==> config.mk <==
export PLATFORM = sky130hd
export DESIGN_NAME = dual_issue_rename_alias_table_unit
export DESIGN_NICKNAME = d
export VERILOG_FILES = /design/src/hw/rtl/dirat_pkg.sv /design/src/hw/rtl/dirat_maps.sv /design/src/hw/rtl/dual_issue_rename_alias_table_unit.sv
export SDC_FILE = /design/constraint.sdc
export NUM_CORES = 2
export LEC_CHECK = 0
export ABC_CLOCK_PERIOD_IN_PS = 3300
export BUFFER_PORTS_ARGS = -buffer_cell sky130_fd_sc_hd__buf_2
export CORE_MARGIN = 4
export CORE_UTILIZATION = 30
export DETAILED_ROUTE_END_ITERATION = 10
export SYNTH_ARGS = -nofsm -noshare
export SYNTH_HDL_FRONTEND = slang
export SYNTH_SLANG_ARGS = --single-unit
==> constraint.sdc <==
create_clock -name aclk -period 3.3 [get_ports aclk]
set_input_delay 0.165 -clock aclk [delete_from_list [all_inputs] [get_ports aclk]]
set_output_delay 0.165 -clock aclk [all_outputs]
set_load 0.1 [all_outputs]
==> src/hw/rtl/dirat_pkg.sv <==
// shared types and field widths for the dual-issue rename alias table
package dirat_pkg;

    localparam int REG_BITS   = 5;   // architectural register number field
    localparam int PHYS_BITS  = 6;   // physical tag field
    localparam int SLOTS      = 2;
    localparam int SRCS       = 4;   // rs1 slot0, rs1 slot1, rs2 slot0, rs2 slot1
    localparam int S_TDATA_W  = 80;
    localparam int M_TDATA_W  = 32;

    // input transfer, last field (flush) in the lowest bits
    typedef struct packed {
        logic                          pad;
        logic [SLOTS-1:0]              copy_dir;
        logic [SLOTS-1:0]              copy_en;
        logic [SLOTS*PHYS_BITS-1:0]    retire_phys;
        logic [SLOTS*REG_BITS-1:0]     retire_dest;
        logic [SLOTS-1:0]              retire_en;
        logic [SLOTS*PHYS_BITS-1:0]    alloc_phys;
        logic [SLOTS*REG_BITS-1:0]     alloc_dest;
        logic [SLOTS-1:0]              alloc_valid;
        logic [SRCS*REG_BITS-1:0]      src_addr;
        logic [SRCS-1:0]               src_use;
        logic [SLOTS-1:0]              spec_en;
        logic                          flush;
    } in_item_t;

    // result transfer, last field (path_used) in the lowest bits
    typedef struct packed {
        logic [5:0]                    pad;
        logic [PHYS_BITS-1:0]          phys_rs2_slot1;
        logic [PHYS_BITS-1:0]          phys_rs2_slot0;
        logic [PHYS_BITS-1:0]          phys_rs1_slot1;
        logic [PHYS_BITS-1:0]          phys_rs1_slot0;
        logic [SLOTS-1:0]              path_used;
    } out_item_t;

endpackage

==> src/hw/rtl/dirat_maps.sv <==
// speculative and retirement rename maps with lookup, bypass and update
module dirat_maps #(
    parameter int ARCH_REGS = 32,
    parameter int TAG_BITS  = 6
) (
    input  logic                aclk,
    input  logic                aresetn,
    input  logic                upd_en,
    input  dirat_pkg::in_item_t item,
    output dirat_pkg::out_item_t rslt
);
    import dirat_pkg::*;

    localparam int IDX_W = (ARCH_REGS > 1) ? $clog2(ARCH_REGS) : 1;

    logic [TAG_BITS-1:0] map_a_reg   [ARCH_REGS];
    logic [TAG_BITS-1:0] map_b_reg   [ARCH_REGS];
    logic [TAG_BITS-1:0] retire_reg  [ARCH_REGS];
    logic [TAG_BITS-1:0] map_a_next  [ARCH_REGS];
    logic [TAG_BITS-1:0] map_b_next  [ARCH_REGS];
    logic [TAG_BITS-1:0] retire_next [ARCH_REGS];

    logic [TAG_BITS-1:0] src_tag [SRCS];
    logic                copy_dir_sel;

    function automatic logic writable(input logic [REG_BITS-1:0] r);
        return (r != '0) && (int'(r) < ARCH_REGS);
    endfunction

    function automatic logic [IDX_W-1:0] to_idx(input logic [REG_BITS-1:0] r);
        return IDX_W'(r);
    endfunction

    // source lookups against the maps as they stand before this item, with slot 1 bypass from slot 0's alloc
    always_comb begin
        logic [REG_BITS-1:0] d0;
        logic [TAG_BITS-1:0] tag0;
        logic                byp;
        logic [REG_BITS-1:0] r;
        logic                sel_a;
        d0   = item.alloc_dest[0 +: REG_BITS];
        tag0 = TAG_BITS'(item.alloc_phys[0 +: PHYS_BITS]);
        byp  = item.alloc_valid[0] && writable(d0) && (item.spec_en[0] == item.spec_en[1]);
        for (int k = 0; k < SRCS; k++) begin
            r     = item.src_addr[k*REG_BITS +: REG_BITS];
            sel_a = item.spec_en[k % 2];
            if (!item.src_use[k] || !writable(r)) begin
                src_tag[k] = '0;
            end else if ((k % 2 == 1) && byp && (r == d0)) begin
                src_tag[k] = tag0;
            end else begin
                src_tag[k] = sel_a ? map_a_reg[to_idx(r)] : map_b_reg[to_idx(r)];
            end
        end
    end

    always_comb begin
        rslt                = '0;
        rslt.path_used      = item.spec_en;
        rslt.phys_rs1_slot0 = PHYS_BITS'(src_tag[0]);
        rslt.phys_rs1_slot1 = PHYS_BITS'(src_tag[1]);
        rslt.phys_rs2_slot0 = PHYS_BITS'(src_tag[2]);
        rslt.phys_rs2_slot1 = PHYS_BITS'(src_tag[3]);
    end

    // slot 1 copy request wins
    assign copy_dir_sel = item.copy_en[1] ? item.copy_dir[1] : item.copy_dir[0];

    // update order: copy, retire slot0/1, alloc slot0/1, later writes win; a flush only sets a/b to retire
    always_comb begin
        logic [REG_BITS-1:0] rd;
        map_a_next  = map_a_reg;
        map_b_next  = map_b_reg;
        retire_next = retire_reg;
        rd          = '0;
        if (upd_en) begin
            if (item.flush) begin
                map_a_next = retire_reg;
                map_b_next = retire_reg;
            end else begin
                if (item.copy_en != '0) begin
                    if (copy_dir_sel) begin
                        map_b_next = map_a_reg;
                    end else begin
                        map_a_next = map_b_reg;
                    end
                end
                for (int k = 0; k < SLOTS; k++) begin
                    rd = item.retire_dest[k*REG_BITS +: REG_BITS];
                    if (item.retire_en[k] && writable(rd)) begin
                        retire_next[to_idx(rd)] =
                            TAG_BITS'(item.retire_phys[k*PHYS_BITS +: PHYS_BITS]);
                    end
                end
                for (int k = 0; k < SLOTS; k++) begin
                    rd = item.alloc_dest[k*REG_BITS +: REG_BITS];
                    if (item.alloc_valid[k] && writable(rd)) begin
                        if (item.spec_en[k]) begin
                            map_a_next[to_idx(rd)] =
                                TAG_BITS'(item.alloc_phys[k*PHYS_BITS +: PHYS_BITS]);
                        end else begin
                            map_b_next[to_idx(rd)] =
                                TAG_BITS'(item.alloc_phys[k*PHYS_BITS +: PHYS_BITS]);
                        end
                    end
                end
            end
        end
    end

    always_ff @(posedge aclk) begin
        if (!aresetn) begin
            for (int i = 0; i < ARCH_REGS; i++) begin
                map_a_reg[i]  <= TAG_BITS'(i);
                map_b_reg[i]  <= TAG_BITS'(i);
                retire_reg[i] <= TAG_BITS'(i);
            end
        end else begin
            map_a_reg  <= map_a_next;
            map_b_reg  <= map_b_next;
            retire_reg <= retire_next;
        end
    end

endmodule

==> src/hw/rtl/dual_issue_rename_alias_table_unit.sv <==
// top level of the dual-issue rename alias table
// a bundle passes through the input register, then the result register
// one bundle per cycle while m_tready holds; the maps are read and updated in one pass
// the bundle in the input register sees every update of the bundle before it
// reset (aresetn low, synchronous) empties both stages and sets map entry i to i
// no clearing pass: all maps are flip-flops reloaded in the reset cycle
module dual_issue_rename_alias_table_unit #(
    parameter int ARCH_REGS = 32,
    parameter int TAG_BITS  = 6
) (
    input  logic                             aclk,
    input  logic                             aresetn,
    input  logic                             s_tvalid,
    output logic                             s_tready,
    // flush, spec_en, src_use, src_addr, alloc_valid, alloc_dest, alloc_phys,
    // retire_en, retire_dest, retire_phys, copy_en, copy_dir, zero pad
    input  logic [dirat_pkg::S_TDATA_W-1:0]  s_tdata,
    output logic                             m_tvalid,
    input  logic                             m_tready,
    // path_used, phys_rs1_slot0, phys_rs1_slot1, phys_rs2_slot0,
    // phys_rs2_slot1, zero pad
    output logic [dirat_pkg::M_TDATA_W-1:0]  m_tdata
);
    import dirat_pkg::*;

    // input register: holds one bundle until the result register is free
    in_item_t  in_reg;
    logic      in_valid_reg;
    // result register
    out_item_t out_reg;
    logic      out_valid_reg;

    out_item_t rslt;
    logic      advance;

    // bundle moves to the result register and commits its map updates
    assign advance  = in_valid_reg && (!out_valid_reg || m_tready);
    // a new transfer is taken when the input register is empty or the held bundle leaves in the same cycle
    assign s_tready = !in_valid_reg || advance;

    always_ff @(posedge aclk) begin
        if (!aresetn) begin
            in_valid_reg <= 1'b0;
        end else if (s_tready) begin
            in_valid_reg <= s_tvalid;
        end
    end

    // payload needs no reset
    always_ff @(posedge aclk) begin
        if (s_tready && s_tvalid) begin
            in_reg <= in_item_t'(s_tdata);
        end
    end

    // lookup, slot 1 bypass and map update for the held bundle
    dirat_maps #(
        .ARCH_REGS (ARCH_REGS),
        .TAG_BITS  (TAG_BITS)
    ) u_maps (
        .aclk    (aclk),
        .aresetn (aresetn),
        .upd_en  (advance),
        .item    (in_reg),
        .rslt    (rslt)
    );

    always_ff @(posedge aclk) begin
        if (!aresetn) begin
            out_valid_reg <= 1'b0;
        end else if (advance) begin
            out_valid_reg <= 1'b1;
        end else if (m_tready) begin
            out_valid_reg <= 1'b0;
        end
    end

    always_ff @(posedge aclk) begin
        if (advance) begin
            out_reg <= rslt;
        end
    end

    assign m_tvalid = out_valid_reg;
    assign m_tdata  = M_TDATA_W'(out_reg);

endmodule

==> results_dict.tcl <==
set metrics [dict create \
    cp.required_ns 3.76 \
    switching_power_mw 8.41 \
    yosys_warnings 0 \
    p_sw_share_pct 33.6 \
    fmax_mhz 323 \
    synthFlopType "dfxtp_1" \
    track_usage_pct 28.4 \
    cts_sinks 683 \
    seqPwrFrac_pct 38.5 \
    worst_setup_path_end_kind "register" \
    power_density_nw_per_um2 411 \
    antenna_found_initial 22 \
    cts_root_buffer "clkbuf_16" \
    insertion_delay_ns 0.75 \
    synth_fa_ha_area_share_pct 0 \
    clkPwrFrac_pct 39.7 \
    coreArea_um2 174000 \
    globalplace.congestion 1.06 \
    dpl.hpwl_mm 195 \
    hold_path.class "input pin to register" \
    portBuffers 110 \
    arrival_ns 3.55 \
    synth_top_family_by_area "multiplexers" \
    die_width_um 426 \
    period_minus_slack_ns 3.09 \
    post_drt_wl_per_cell_um 32.0 \
    routed_wl_mm 268 \
    tritoncts.num_buffers 83 \
    p_int_mw 16.6 \
    synth_edf_count 105 \
    power_mw 25.0 \
    layout-drive-gt1-share_pct 18.7 \
    synth_cell_types 73 \
    first_iter_violations 8633 \
    tightest_slew_ns 1.28 \
    synth_compound_area_share_pct 26.1 \
    io_pins 118 \
    p_comb_share_pct 21.8 \
    synthSimpleGateAreaFrac_pct 13.3 \
    finalCritPeriodShare_pct 93.8 \
    viasPerCell 6.42 \
    max-slew-margin-rel_pct 13.6 \
    setup_viol 0 \
    first_pass_iters 9 \
    drv_cap 0 \
    synth_area_um2 52400 \
    finClkSkew_ns 0.0713 \
    tns_ns 0 \
    die_y_um 426 \
    critical_path_class "register to register" \
    yosys.area_share.xor_xnor_pct 0.184 \
    synth_cells 5952 \
    path_max_fanout 17 \
    rsz0062_at_grt "no" \
    irDropWorstVdd_uv 409 \
    hold_slack_ns 0.143 \
    status "complete, no violations" \
    avgSynthCellArea_um2 8.80 \
    rr_startpoint "in_reg[12]$_DFFE_PP_" \
    post_cts_buffers 0 \
    worstHoldStart "s_tdata[77]" \
    ant_nets 0 \
    dieArea_um2 181000 \
    grt-ovfl-total 0 \
    clkTransAtPathRegs_ns 0.07 \
    synth.area.mux_share_pct 26.2 \
    grt_max_degree 158 \
    rows 153 \
    grt_pass1_vias 48500 \
    crit_start "in_reg[12]$_DFFE_PP_" \
    grt_pass1_wl_mm 375 \
    htree_levels 3 \
    syn_to_final_growth_pct 16.2 \
    seq_area_frac_synth_pct 28.1 \
    num_vias 53700 \
    fin_nets 6040 \
    drv_slew 0 \
    hold_violations 0 \
    drc 0 \
    initial_core_util_pct 30.1 \
    async_flop_share_pct 0 \
    synth-seq-cells 683 \
    p_leak_nw 22.1 \
    clockBufferDepth 3 \
    cp-start-kind "register" \
    tritoncts "yes" \
]
[cells by family (layout without fill, tap and decap cells)]
family,Yosys count,count (layout)
AO/OA/AOI/OAI,2014,2014
XOR/XNOR,11,11
buffers and inverters,758,826
flip-flops,683,683
multiplexers,891,891
other,1,19
AND/OR/NAND/NOR,1594,1594
[path summary, 6_finish.rpt]
| path | end | cells past startpoint | slack (ns) |
|---|---|---|---|
| setup / recovery | m_tdata[11]$_SDFFCE_PP0P_ | 8 | 0.21 |
| hold / removal | in_reg[77]$_DFFE_PP_ | 2 | 0.14 |
| setup reg to reg | m_tdata[11]$_SDFFCE_PP0P_ | 8 | 0.21 |
| hold reg to reg | u_maps.retire_reg[186]$_SDFFE_PN0P_ | 1 | 0.45 |
[layout by cell type (no fill, tap or decap), types with 14 or more instances in the layout]
| master | n |
|---|---|
| a21oi_1 | 462 |
| a211oi_1 | 476 |
| o22ai_1 | 19 |
| clkinv_2 | 14 |
| o221ai_1 | 59 |
| a22oi_1 | 35 |
| clkbuf_16 | 85 |
| clkbuf_1 | 17 |
| nor3_1 | 111 |
| a311oi_1 | 39 |
| and2_1 | 18 |
| buf_4 | 333 |
| buf_12 | 80 |
| o21ai_1 | 15 |
| dfxtp_1 | 578 |
| a211o_1 | 157 |
| mux2i_1 | 492 |
| a32oi_1 | 22 |
| inv_1 | 62 |
| o21a_1 | 18 |
| a221o_1 | 20 |
| edfxtp_1 | 105 |
| o211ai_1 | 182 |
| dlygate4sd3_1 | 83 |
| o21ai_0 | 275 |
| nand3_1 | 75 |
| buf_2 | 109 |
| and3_1 | 26 |
| nand2_1 | 577 |
| a21o_1 | 145 |
| nor2b_1 | 30 |
| o31ai_1 | 25 |
| nor2_1 | 624 |
| mux4_2 | 384 |
| mux2_2 | 15 |
| nor3_2 | 14 |
[per-layer routing]
layer / track usage, % / share of wire (%) / vias to the layer above
met1: 36.9 / 38 / 26300
met3: 10.3 / 14 / 749
met2: 40.1 / 41 / 3818
met5: 0 / 0.035 / -
met4: 16.7 / 7.0 / 14
li1: - / - / 22800
[metrics by stage]
step                utilization, %  std cells  setup WS [ns]  cell area (µm²)
floorplan                        -       5957          0.104            52400
global placement              32.9       8113        0.00426            57100
detailed placement            32.9       8113         0.0908            57100
CTS                           35.0       8350         0.0550            60900
global route                  35.0       8357         0.0652            60900
finish                        35.0       8363          0.205            60900
[critical path, stage by stage, from the launching register on]
cell	delay (ns)
edfxtp_1	0.56
buf_12	0.25
mux4_2	0.52
nor2b_1	0.14
a2111oi_1	0.78
buf_4	0.23
a31oi_1	0.04
a32oi_1	0.19
o21ai_0	0.10
[layout make-up]
type / count / area, µm²
Antenna cell: 13 / 32.5
Clock buffer: 113 / 2340
Clock inverter: 41 / 542
Fill cell: 17700 / 113000
Inverter: 66 / 265
Multi-Input combinational cell: 4516 / 34600
Sequential cell: 683 / 14700
Tap cell: 2325 / 2910
Timing Repair Buffer: 606 / 5490
[power groups by stage]
stage          clock network [mW]  registers (mW)  logic (mW)
6_report                     9.93            9.64        5.45
5_1_grt                      10.3            9.63        5.63
4_1_cts                      10.0            9.56        5.29
3_5_place_dp                    0            9.74        5.19
3_3_place_gp                    0            9.72        5.15
2_1_floorplan                   0            9.43        3.24
[synth_stat cells (18+ instances only)]
cell type	number	share of area, %
nor2_1	625	4.5
nand2_1	579	4.1
dfxtp_1	578	22
clkbuf_1	500	3.6
mux2i_1	492	9.4
a211oi_1	476	6.8
a21oi_1	462	4.4
mux4_2	384	17
o21ai_0	285	2.7
o211ai_1	182	2.6
a211o_1	157	2.6
a21o_1	145	2.1
nor3_1	113	1.1
buf_2	108	1.0
edfxtp_1	105	6.0
nand3_1	76	0.73
inv_1	64	0.46
o221ai_1	59	0.99
a311oi_1	39	0.65
buf_4	39	0.56
buf_1	36	0.26
a22oi_1	35	0.50
nor2b_1	30	0.36
and3_1	27	0.32
o31ai_1	25	0.36
a32oi_1	22	0.37
a221o_1	20	0.38
and2_1	20	0.24
o22ai_1	19	0.23
o21a_1	18	0.26
[timing repair]
action / CTS / global route
endpoints found under the hold margin: 130 / 0
gates resized for setup: 0 / 1
endpoints found under the setup margin: 0 / 1
hold buffers: 83 / 0
Note: power is estimated with default switching activity, not from simulation.
